File: config.mk
export PLATFORM = sky130hd
export DESIGN_NAME = tmcw_front
export DESIGN_NICKNAME = d
export VERILOG_FILES = /design/src/rtl/core/tmcw_pkg.sv /design/src/rtl/core/tmcw_front.sv
export SDC_FILE = /design/constraint.sdc
export NUM_CORES = 1
export LEC_CHECK = 0
export ABC_AREA = 1
export BUFFER_PORTS_ARGS = -buffer_cell sky130_fd_sc_hd__buf_4
export CAP_MARGIN = 20
export CELL_PAD_IN_SITES_DETAIL_PLACEMENT = 2
export CELL_PAD_IN_SITES_GLOBAL_PLACEMENT = 2
export CORE_UTILIZATION = 11
export DETAILED_ROUTE_END_ITERATION = 8
export PLACE_DENSITY = 0.8
export SYNTH_ARGS = -nofsm -noshare
export SYNTH_HDL_FRONTEND = slang
export SYNTH_SLANG_ARGS = --single-unit
File: constraint.sdc
create_clock -name vclk -period 0.8
set_input_delay 0.16 -clock vclk [all_inputs]
set_output_delay 0.16 -clock vclk [all_outputs]
set_load 0.01 [all_outputs]
File: src/rtl/core/tmcw_pkg.sv
// ----------------------------------------------------------------------------
// tmcw_pkg
// Shared types and constants of the text mode console writer: request,
// response and internal command formats, character codes and op codes.
// ----------------------------------------------------------------------------
package tmcw_pkg;

   localparam int DEFAULT_COLUMNS = 80;
   localparam int DEFAULT_ROWS    = 25;
   localparam int QUEUE_DEPTH     = 2;

   localparam logic [7:0] RESET_ATTRIBUTE = 8'h1F;
   localparam logic [7:0] SPACE_CODE      = 8'h20;
   localparam logic [7:0] LAST_PRINTABLE  = 8'h7F;
   localparam logic [7:0] CHAR_BS         = 8'h08;
   localparam logic [7:0] CHAR_TAB        = 8'h09;
   localparam logic [7:0] CHAR_LF         = 8'h0A;
   localparam logic [7:0] CHAR_CR         = 8'h0D;

   localparam logic [1:0] OP_PUT   = 2'd0;
   localparam logic [1:0] OP_CLEAR = 2'd1;
   localparam logic [1:0] OP_READ  = 2'd2;

   typedef logic [2:0] kind_type;

   localparam kind_type K_NOP   = 3'd0;
   localparam kind_type K_PRINT = 3'd1;
   localparam kind_type K_BS    = 3'd2;
   localparam kind_type K_TAB   = 3'd3;
   localparam kind_type K_CR    = 3'd4;
   localparam kind_type K_LF    = 3'd5;
   localparam kind_type K_CLEAR = 3'd6;
   localparam kind_type K_READ  = 3'd7;

   typedef struct packed {
      logic [1:0]  op;
      logic [7:0]  char_code;
      logic [10:0] read_index;
   } req_type;

   typedef struct packed {
      logic [10:0] cursor_index;
      logic [15:0] cell_value;
      logic        scrolled;
   } rsp_type;

   typedef struct packed {
      kind_type    kind;
      logic [7:0]  char_code;
      logic [10:0] read_index;
   } cmd_type;

endpackage

File: src/rtl/core/tmcw_front.sv
// ----------------------------------------------------------------------------
// tmcw_front
// Command front end: accepts request beats and classifies them into
// internal commands for the command queue.
// ----------------------------------------------------------------------------
module tmcw_front #(
   parameter int COLUMNS = tmcw_pkg::DEFAULT_COLUMNS,
   parameter int ROWS    = tmcw_pkg::DEFAULT_ROWS
) (
   input  logic              start,
   output logic              busy,
   input  tmcw_pkg::req_type req_payload,
   input  logic              queue_full,
   input  logic              init_active,
   output logic              push,
   output tmcw_pkg::cmd_type cmd
);
   import tmcw_pkg::*;

   localparam int          CELLS   = COLUMNS * ROWS;
   localparam logic [31:0] CELLS_U = 32'(CELLS);

   logic [31:0] index_wide;

   assign busy       = init_active | queue_full;
   assign push       = start & ~busy;
   assign index_wide = 32'(req_payload.read_index);

   always_comb begin
      cmd.char_code  = req_payload.char_code;
      cmd.read_index = req_payload.read_index;
      case (req_payload.op)
         OP_PUT: begin
            case (req_payload.char_code)
               CHAR_BS:  cmd.kind = K_BS;
               CHAR_TAB: cmd.kind = K_TAB;
               CHAR_CR:  cmd.kind = K_CR;
               CHAR_LF:  cmd.kind = K_LF;
               default: begin
                  if (req_payload.char_code inside {[SPACE_CODE:LAST_PRINTABLE]}) begin
                     cmd.kind = K_PRINT;
                  end else begin
                     cmd.kind = K_NOP;
                  end
               end
            endcase
         end
         OP_CLEAR: cmd.kind = K_CLEAR;
         OP_READ: begin
            if (index_wide < CELLS_U) begin
               cmd.kind = K_READ;
            end else begin
               cmd.kind = K_NOP;
            end
         end
         default: cmd.kind = K_NOP;
      endcase
   end

endmodule

### Word level (Yosys, flattened, before mapping)

Cells that the tools add are included.

* bits in registers: 0
* input bits: 24
* output and inout port bits: 24
* word-level logic and storage cells: 18

* order comparisons: 3
* equal/unequal tests: 6
* multiplexer cells: 4
* bitwise gates (word level): 3
* reduce and logical (&&, ||, !) cells: 2

Operator list (number)
* $eq A8 B4 Y1 const B: 4
* $pmux W3 S4: 1
* $lt A11 B11 Y1 const B: 1
* $pmux W3 S3: 1
* $ge A8 B6 Y1 const B: 1
* $le A8 B7 Y1 const B: 1
* $mux W3: 1
* $eq A2 B1 Y1 const B: 1
* $eq A2 B2 Y1 const B: 1
* $logic_not A2 Y1: 1
* $and A1 B1 Y1: 1
* $logic_and A1 B1 Y1: 1
* $mux W1: 1
* $not A1 Y1: 1
* $or A1 B1 Y1: 1

### Logic depth before layout (Yosys ltp)

* word-level depth: 5
* mapped depth: 9

### Worst setup path before layout

OpenSTA, ideal clock, no wires.

* kind: input-to-output
* start point: input port req_payload[16] (netlist bit)
* end point: output port cmd[19] (netlist bit)
* data arrival time: 712 ps
* required time: 640 ps
* setup slack: -72 ps
* stages: 6
* cell sequence: nor2_1 -> and2_4 -> nand2_2 -> nand3_1 -> nand3_1 -> nand2_1

RTL lines
* from (decl): line tmcw_front.sv:12 `input tmcw_pkg::req_type req_payload,`
* to (decl): line tmcw_front.sv:16 `output tmcw_pkg::cmd_type cmd`

==> results by group <==
Status
  • Status: complete, but fails checks
  • Violated checks: design-rule violations, negative setup slack

Detailed routing
  • Via count: roughly 430
  • Routed wire length: 1320 um
  • DRT iter0 DRCs: 7
  • 1st-pass router iterations: 5
  • # DRC: 3
  • Routed vias/inst: approximately 3.7
  • Antenna Nets Post-Route: 0
  • DR WL/cell: 11.3 um

STA
  • RSZ-0062 raised after global routing: true
  • Final Hold Vio Count: 0
  • Slew Limit Headroom: between 80% and 90%
  • Minimum clock period: ~1.1 ns
  • Fin crit share: 139%
  • Worst slew pin tran: 0.158 ns
  • Setup TNS: -0.923 ns
  • F_max: between 900 and 1000 MHz
  • Worst setup margin: -0.311 ns
  • Setup violators final: 4
  • Final slew viol count: 0

Logic synthesis
  • Net Count, Synth: 81
  • Commonest cells post-synth: buf_4 (19), nand2_1 (7), inv_1 (6), nor2_1 (5), nor2_2 (3)
  • Share of the synthesized area in the top cell type: about 43%
  • Synth Instances: 57
  • Mean post-synth cell area: roughly 5.9 um2
  • Cell taking the most area after synthesis: buf_4
  • Synth unique cells: 18
  • Seq/Total Area, Yosys: 0%
  • Synth area leaders: buf_4 (43%), nand2_1 (7.8%), inv_1 (6.7%)
  • Post-synthesis cell area: 335 um2
  • Yosys warns: 0
  • Most common cell in the synthesized netlist: buf_4

Finish
  • Synthesis-to-finish area growth: 111%
  • Seq cells: 0
  • Fin nets: 112
  • Design area: roughly 700 um2
  • Clkbuf count: 0
  • Fraction of layout cells with a size suffix above 1: about four fifths
  • Antenna cells: 0
  • Seq. cell area: 0 um2

Power and ir drop
  • P_leak: approximately 0.36 nW
  • Pwr dens: approximately 520 nW/um2
  • Peak supply drop: 0.0860 mV
  • Power Total: 0.371 mW

Place
  • Post-detail-place hpwl: 1140 um
  • Pre-CTS setup slack: -0.392 ns
  • Routability cong.: 0.684
  • Port Buffers: 40
  • Placed inst area: approximately 580 um2

Global routing
  • Met2 Track Usage GR: between 15 and 20%
  • Largest net degree at the start of global routing: 5
  • First-pass GRT wire length: 2060 um
  • Grt met1 use: around 8.5%
  • M3 GR Usage: less than 1%
  • Number of global-route vias before repair: around 440
  • Grt ovf: 0
  • Initial antenna violation count: 0
  • Total Routing Usage GR: slightly below 8%
  • GR peak layer: met2

Clock tree
  • CTS Hold Bufs: 0

Critical path
  • Critical path class: input pin to primary output
  • CP startpoint: req_payload[12]
  • Critical path required time: 0.64 ns
  • CP endpoint: cmd[21]
  • Max FO, Critical Path: 3
  • CP endpoint kind: primary output
  • CP Data Arrival Time: approximately 0.95 ns
  • Critical path startpoint category: input pin

Floorplan
  • Initial Util: a little under an eighth
  • Core footprint: approximately 2800 um2
  • Rows: 19
  • Die height: between 50 and 60 um
  • Chip Width: 57.2 um
  • # IOs: 48
  • Die area: about 3300 um2

Worst hold path
  • Hold Crit Class: input pin to primary output

Run
  • MaxCap Viol Count: 0
-- per-stage QoR --
step / util (%) / cells / hold slack, ns
2_1_floorplan: - / 57 / 0.377
3_3_place_gp: 20.3 / 112 / 0.320
3_5_place_dp: 20.3 / 112 / 0.320
4_1_cts: 23.0 / 115 / 0.320
5_1_grt: 25.0 / 117 / 0.320
6_report: 25.0 / 117 / 0.320
-- cells by family after synthesis --
kind of cell | synth area share [%]
buffers and inverters | 50.4
AO/OA/AOI/OAI | 12.3
AND/OR/NAND/NOR | 37.3
-- layout make-up --
type	instances	area, um2
repair buffers	48	405
multi-input cells	31	231
fillers	332	2120
inverters	7	31.3
well taps	31	38.8
-- worst min-delay path by stage --
stage                         start  slack [ns]      end  cells after the start
floorplan           req_payload[20]        0.38  cmd[21]                      1
global placement     req_payload[0]        0.32   cmd[0]                      0
detailed placement   req_payload[0]        0.32   cmd[0]                      0
CTS                  req_payload[0]        0.32   cmd[0]                      0
global route         req_payload[2]        0.32   cmd[2]                      0
finish               req_payload[0]        0.32   cmd[0]                      0
-- power by group --
group | internal (mW) | leakage (nW) | switching (mW)
clock | 0 | 0 | 0
combinational | 0.215 | 0.357 | 0.156
sequential | 0 | 0 | 0
-- metal layers --
metal  part of all wire (%)  vias to the layer above
met5                      0                        -
met4                      0                        0
met3                    4.7                        0
met2                     63                       11
met1                     32                      203
li1                       -                      219
-- cells in the final DEF (no fill, tap or decap) --
cell / n
nand3_2: 1
nand3_1: 1
buf_6: 8
inv_4: 2
a31oi_4: 1
nand4_1: 2
buf_4: 38
nand2_2: 4
a21oi_4: 1
nand2_1: 5
inv_2: 1
nor2_1: 2
o21ai_2: 1
nor2_4: 4
and2_4: 1
buf_8: 2
or2_4: 1
o21bai_1: 1
inv_1: 4
o211ai_1: 1
o21ai_1: 2
nor2_2: 3
-- worst max-delay path, stage by stage --
cell and delay [ns]:
buf_6 0.10, inv_4 0.06, nor2_4 0.03, nand2_2 0.06, nand2_2 0.06, buf_4 0.14
a21oi_4 0.12, o21ai_2 0.06, buf_4 0.13
-- timing repair --
item,CTS,global route
resized for setup,16,10
gates cloned,0,0
setup endpoints to repair,5,5
buffers inserted,3,2
pin swaps,11,13
(Power assumes the default switching activity.)
