--- src/rtl/core/tmcw_pkg.sv ---
// ----------------------------------------------------------------------------
// tmcw_pkg
// Shared types and constants of the text mode console writer: request,
// response and internal command formats, character codes and op codes.
// ----------------------------------------------------------------------------
package tmcw_pkg;

   localparam int DEFAULT_COLUMNS = 80;
   localparam int DEFAULT_ROWS    = 25;
   localparam int QUEUE_DEPTH     = 2;

   localparam logic [7:0] RESET_ATTRIBUTE = 8'h1F;
   localparam logic [7:0] SPACE_CODE      = 8'h20;
   localparam logic [7:0] LAST_PRINTABLE  = 8'h7F;
   localparam logic [7:0] CHAR_BS         = 8'h08;
   localparam logic [7:0] CHAR_TAB        = 8'h09;
   localparam logic [7:0] CHAR_LF         = 8'h0A;
   localparam logic [7:0] CHAR_CR         = 8'h0D;

   localparam logic [1:0] OP_PUT   = 2'd0;
   localparam logic [1:0] OP_CLEAR = 2'd1;
   localparam logic [1:0] OP_READ  = 2'd2;

   typedef logic [2:0] kind_type;

   localparam kind_type K_NOP   = 3'd0;
   localparam kind_type K_PRINT = 3'd1;
   localparam kind_type K_BS    = 3'd2;
   localparam kind_type K_TAB   = 3'd3;
   localparam kind_type K_CR    = 3'd4;
   localparam kind_type K_LF    = 3'd5;
   localparam kind_type K_CLEAR = 3'd6;
   localparam kind_type K_READ  = 3'd7;

   typedef struct packed {
      logic [1:0]  op;
      logic [7:0]  char_code;
      logic [10:0] read_index;
   } req_type;

   typedef struct packed {
      logic [10:0] cursor_index;
      logic [15:0] cell_value;
      logic        scrolled;
   } rsp_type;

   typedef struct packed {
      kind_type    kind;
      logic [7:0]  char_code;
      logic [10:0] read_index;
   } cmd_type;

endpackage

--- src/rtl/core/tmcw_queue.sv ---
// ----------------------------------------------------------------------------
// tmcw_queue
// Short command queue between the front end and the execution engine.
// ----------------------------------------------------------------------------
module tmcw_queue (
   input  logic              clock,
   input  logic              reset,
   input  logic              push,
   input  tmcw_pkg::cmd_type push_cmd,
   input  logic              pop,
   output logic              head_valid,
   output tmcw_pkg::cmd_type head_cmd,
   output logic              full
);
   import tmcw_pkg::*;

   localparam int PW   = (QUEUE_DEPTH > 1) ? $clog2(QUEUE_DEPTH) : 1;
   localparam int CNTW = $clog2(QUEUE_DEPTH + 1);

   localparam logic [PW-1:0]   LAST_PTR  = PW'(QUEUE_DEPTH - 1);
   localparam logic [CNTW-1:0] FULL_CNT  = CNTW'(QUEUE_DEPTH);

   cmd_type         slot_ff [QUEUE_DEPTH];
   logic [PW-1:0]   wr_ptr_ff;
   logic [PW-1:0]   wr_ptr_in;
   logic [PW-1:0]   rd_ptr_ff;
   logic [PW-1:0]   rd_ptr_in;
   logic [CNTW-1:0] count_ff;
   logic [CNTW-1:0] count_in;

   assign head_valid = (count_ff != '0);
   assign full       = (count_ff == FULL_CNT);
   assign head_cmd   = slot_ff[rd_ptr_ff];

   always_comb begin
      wr_ptr_in = wr_ptr_ff;
      rd_ptr_in = rd_ptr_ff;
      count_in  = count_ff;
      if (push) begin
         wr_ptr_in = (wr_ptr_ff == LAST_PTR) ? '0 : wr_ptr_ff + PW'(1);
      end
      if (pop) begin
         rd_ptr_in = (rd_ptr_ff == LAST_PTR) ? '0 : rd_ptr_ff + PW'(1);
      end
      if (push && !pop) begin
         count_in = count_ff + CNTW'(1);
      end else if (pop && !push) begin
         count_in = count_ff - CNTW'(1);
      end
   end

   always_ff @(posedge clock) begin
      if (reset) begin
         wr_ptr_ff <= '0;
         rd_ptr_ff <= '0;
         count_ff  <= '0;
      end else begin
         wr_ptr_ff <= wr_ptr_in;
         rd_ptr_ff <= rd_ptr_in;
         count_ff  <= count_in;
      end
   end

   always_ff @(posedge clock) begin
      if (push) begin
         slot_ff[wr_ptr_ff] <= push_cmd;
      end
   end

   a_no_push_when_full: assert property (@(posedge clock) disable iff (reset)
      push |-> !full)
      else $error("command pushed into full queue");

   a_no_pop_when_empty: assert property (@(posedge clock) disable iff (reset)
      pop |-> head_valid)
      else $error("command popped from empty queue");

endmodule

--- config.mk ---
export PLATFORM = sky130hd
export DESIGN_NAME = tmcw_queue
export DESIGN_NICKNAME = d
export VERILOG_FILES = /design/src/rtl/core/tmcw_pkg.sv /design/src/rtl/core/tmcw_queue.sv
export SDC_FILE = /design/constraint.sdc
export NUM_CORES = 1
export LEC_CHECK = 0
export BUFFER_PORTS_ARGS = -buffer_cell sky130_fd_sc_hd__buf_2
export CAP_MARGIN = 20
export CORE_AREA = 2 2 63 65
export DETAILED_ROUTE_END_ITERATION = 8
export DIE_AREA = 0 0 65 67
export PLACE_DENSITY = 0.88
export RECOVER_POWER = 25
export SETUP_SLACK_MARGIN = 0.02
export SLEW_MARGIN = 20
export SYNTH_ARGS = -nofsm -noshare
export SYNTH_HDL_FRONTEND = slang
export SYNTH_SLANG_ARGS = --single-unit
--- constraint.sdc ---
create_clock -name clock -period 2.1 [get_ports clock]
set_input_delay 0.21 -clock clock [delete_from_list [all_inputs] [get_ports clock]]
set_output_delay 0.21 -clock clock [all_outputs]
set_load 0.1 [all_outputs]
### Word level (Yosys, flattened, before mapping)

Memories as Yosys holds them, arrays and structs flattened. A register that Yosys moved wholly into a read port is not among the register bits.
Index checks and enable logic that the tools add are counted.

* add/subtract/negate cells: 4
* equal/unequal tests: 1
* multiplexer cells: 8
* reduce and logical (&&, ||, !) cells: 6

Operators with widths (number)
* 2-to-1 mux 1 bit: 6
* 2-to-1 mux 2 bit: 2
* nonzero test 2 bit: 2
* adder 1 bit, second input constant: 2
* adder 2 x 1 -> 2 bit, second input constant: 1
* equality test 2 bit, second input constant: 1
* logical AND 1 bit: 2
* logical NOT 1 bit: 2
* subtractor 2 x 1 -> 2 bit, second input constant: 1

* register bits: 4
* memory bits (writable): 44
* bits of input ports: 26
* output and inout port bits: 24
* logic and storage cells: 23
* memories: 1

Memories
* slot_ff: depth 2, bits a word 22, read ports 1, clocked after Yosys merged registers in 1, wr ports 1, RTL line tmcw_queue.sv:23 `cmd_type slot_ff [QUEUE_DEPTH];`

### Longest topological paths before layout

* depth after elaboration: 4
* mapped depth: 5

### Worst setup path before layout

Ideal clock, no wire load.

* path kind: flip-flop to flip-flop
* start point: register wr_ptr_ff
* end point: memory slot_ff[0][0] (netlist name), enable pin
* setup time: 403 ps
* arrival: 1328 ps
* required time: 1697 ps
* setup slack: 368 ps
* stages on the path, launching flop included: 2
* clock period less this slack: 1732 ps
* cell sequence: dfxtp_1 -> nor2b_1

RTL lines
* start, declared: RTL line tmcw_queue.sv:24 `logic [PW-1:0] wr_ptr_ff;`
* start signal, assigned: RTL line tmcw_queue.sv:58 `wr_ptr_ff <= wr_ptr_in;`
* end, declared: RTL line tmcw_queue.sv:23

Straight into the memory's write port.

==> results by group <==
Status
  • Status: complete, no violations

Timing
  • Fin crit share: 81.9%
  • Hold_ws: 0.0985 ns
  • Final Hold Viols: 0
  • RSZ-0062 raised after global routing: no
  • Clock Skew: 0.00658 ns
  • # setup viols final: 0
  • Max_slew headroom: 67.8%
  • Fmax achieved: 581 MHz
  • Final min period: 1.72 ns
  • Final Max Tran Viols: 0
  • Worst-Margin Slew: 0.487 ns
  • Setup TNS: 0 ns

GRT
  • Gr usage total: 16.1%
  • M1 GR Usage: 17.0%
  • Met2 Use GR: 28.7%
  • Largest net degree at the start of global routing: 19
  • Initial antenna violation count: 0
  • First-pass GRT wire length: 4.86 mm
  • Global route hottest layer: met2
  • Vias in the first global route: 1027
  • Total grt overflow: 0
  • Met3 Usage GRT: 5.07%

Worst setup path
  • Setup crit start kind: flip-flop
  • CP max-delay cell: dfxtp_1
  • CP arrival: 1.51 ns
  • Critical path cell sequence: buf_12 -> mux2_2 -> buf_12
  • Worst path most repeated cell: buf_12
  • CP endpoint kind: output port
  • WP data required: 1.89 ns
  • Largest stage delay, worst path: 0.46 ns
  • Crit Path Max Fanout: 18
  • Critical path type: reg -> out

Yosys
  • Yosys top cell by area: edfxtp_1
  • Post-synth ARST share: 0%
  • Synthesis Warnings: 0
  • #FFs+latches synth: 49
  • Synth unique cells: 16
  • Syn_nets: 117
  • Post-synthesis cell area: 0.00179 sq mm
  • Post-synth EDFFs: 44
  • Post-synth top flop: edfxtp_1
  • Most frequent cell after synthesis: edfxtp_1
  • Area contributors post-synth: edfxtp_1 (74%), mux2_2 (14%), dfxtp_1 (5.6%)
  • Post-synth top area share: 73.8%
  • Post-Synthesis Cells: 90
  • Avg Inst Size Synth: 19.9 sq um
  • Synth cell count leaders: edfxtp_1 (44), mux2_2 (22), dfxtp_1 (5)
  • Sequential element share of the synthesized area: 79.4%

Clock tree
  • Postcts setup bufs: 0
  • CTS resizes: 0
  • CTS tree: built
  • Clock buffer count from CTS: 5
  • Clk sink count: 49
  • Hold_buf cts: 0
  • H-tree levels: 2
  • CTS max path bufs: 2
  • CTS clk-pin slew, worst paths: 0.08 ns
  • Root buf cell: clkbuf_8
  • Clock insertion delay at the later pin of the skew report: 0.30 ns

Route
  • Vias/cell: 4.91
  • DRT Wirelength: 3.02 mm
  • 1st-iter DRT viols: 33
  • DRC Markers: 0
  • Drt first pass iters: 4
  • Vias: 968
  • Wire per inst: 15.3 um
  • Final ANT Viol Nets: 0

Power and ir drop
  • LEAKAGE: 0.979 nW
  • Cell Pwr Density: 1010 mW/mm^2
  • Total Power: 0.00258 W
  • VDD IR-drop max: 0.574 mV

Die
  • Row count: 22
  • Initial Util: 49.6%
  • Die height: 67 um
  • Core area: 0.00361 sq mm
  • Die area: 0.00436 sq mm
  • Die X: 65 um
  • I/O pin cnt: 50

Layout
  • Final Non-Filler Cells: 197
  • Design Area, Final: 0.00256 sq mm
  • Ant diodes: 0
  • Layout cells sized above 1: 55.0%
  • Nets: 175
  • Register area: 0.00142 sq mm
  • FILL cells: 230
  • Layout area overhead: 43.3%
  • Multi-input gate area: 357 sq um

Placement
  • Post-Place Cells: 189
  • PortBufs: 49
  • Routability cong.: 0.631
  • Placement Cell Area: 0.00246 sq mm
  • Detailed Place HPWL: 2.20 mm

Min path
  • Worst hold path type: in -> reg

Run
  • Max-cap violation count: 0
report_power, final:
group / total (W) / switching (W) / internal (W) / leakage, nW
logic: 0.000799 / 0.000523 / 0.000276 / 0.472
clock network: 0.000626 / 0.000274 / 0.000351 / 0.0528
registers: 0.00116 / 0.0000241 / 0.00113 / 0.455
total: 0.00258 / 0.000822 / 0.00176 / 0.979
cells in the final DEF, fill, tap and decap left out, types with 2 or more instances in the layout:
| master | n |
|---|---|
| xnor2_1 | 2 |
| xor2_1 | 2 |
| buf_12 | 23 |
| buf_2 | 25 |
| clkbuf_8 | 5 |
| dfxtp_1 | 5 |
| edfxtp_1 | 44 |
| mux2_2 | 22 |
| nor2_1 | 4 |
| buf_4 | 3 |
| clkbuf_1 | 3 |
path summary, 6_finish.rpt:
kind | from | slack [ns] | to | cells past startpoint
max reg2reg | wr_ptr_ff$_SDFFE_PP0P_ | 0.68 | slot_ff[1][13]$_DFFE_PP_ | 2
min | push_cmd[7] | 0.1 | slot_ff[0][7]$_DFFE_PP_ | 1
max | flip-flop | 0.38 | head_cmd[19] | 3
min reg2reg | count_ff[1]$_SDFFE_PP0P_ | 0.52 | count_ff[1]$_SDFFE_PP0P_ | 2
area by class of cell:
cell class	count	area share (%)
multi-input combinational	38	13.9
timing repair buffer	53	24.0
inverter	1	0.146
tap	48	2.34
sequential	49	55.4
clock inverter	2	1.32
clock buffer	6	2.83
kinds of logic after synthesis:
family	count (synthesis)	share of synthesized area (%)
adder cells (fa/ha/maj)	1	0.699
multiplexers	22	13.8
AND/OR/NAND/NOR	9	2.73
XOR/XNOR	4	1.96
AO/OA/AOI/OAI	2	0.559
buffers and inverters	3	0.769
flip-flops	49	79.4
critical path, delay by kind of cell, from the launching register on:
kind | cells | cell delay, ns
mux | 1 | 0.38
flops | 1 | 0.46
buf+inv | 2 | 0.37
routing by layer:
layer  part of all wire [%]  up-vias
met5                      0        -
met4                    2.5        0
met3                    5.4        6
met2                     55       34
met1                     37      472
li1                       -      456
registers in the layout (all words and copies together), names as in the netlist, named ones only:
register / count
rd_ptr_ff: 1
count_ff: 2
slot_ff: 44
wr_ptr_ff: 1
through the flow:
stage / worst slack (ns) / util (%)
4_1_cts: 0.355 / 71.2
3_3_place_gp: 0.714 / 68.2
3_5_place_dp: 0.677 / 68.2
2_1_floorplan: 0.368 / -
5_1_grt: 0.309 / 71.1
6_report: 0.380 / 71.1
Power figures use the tool's default switching activity.
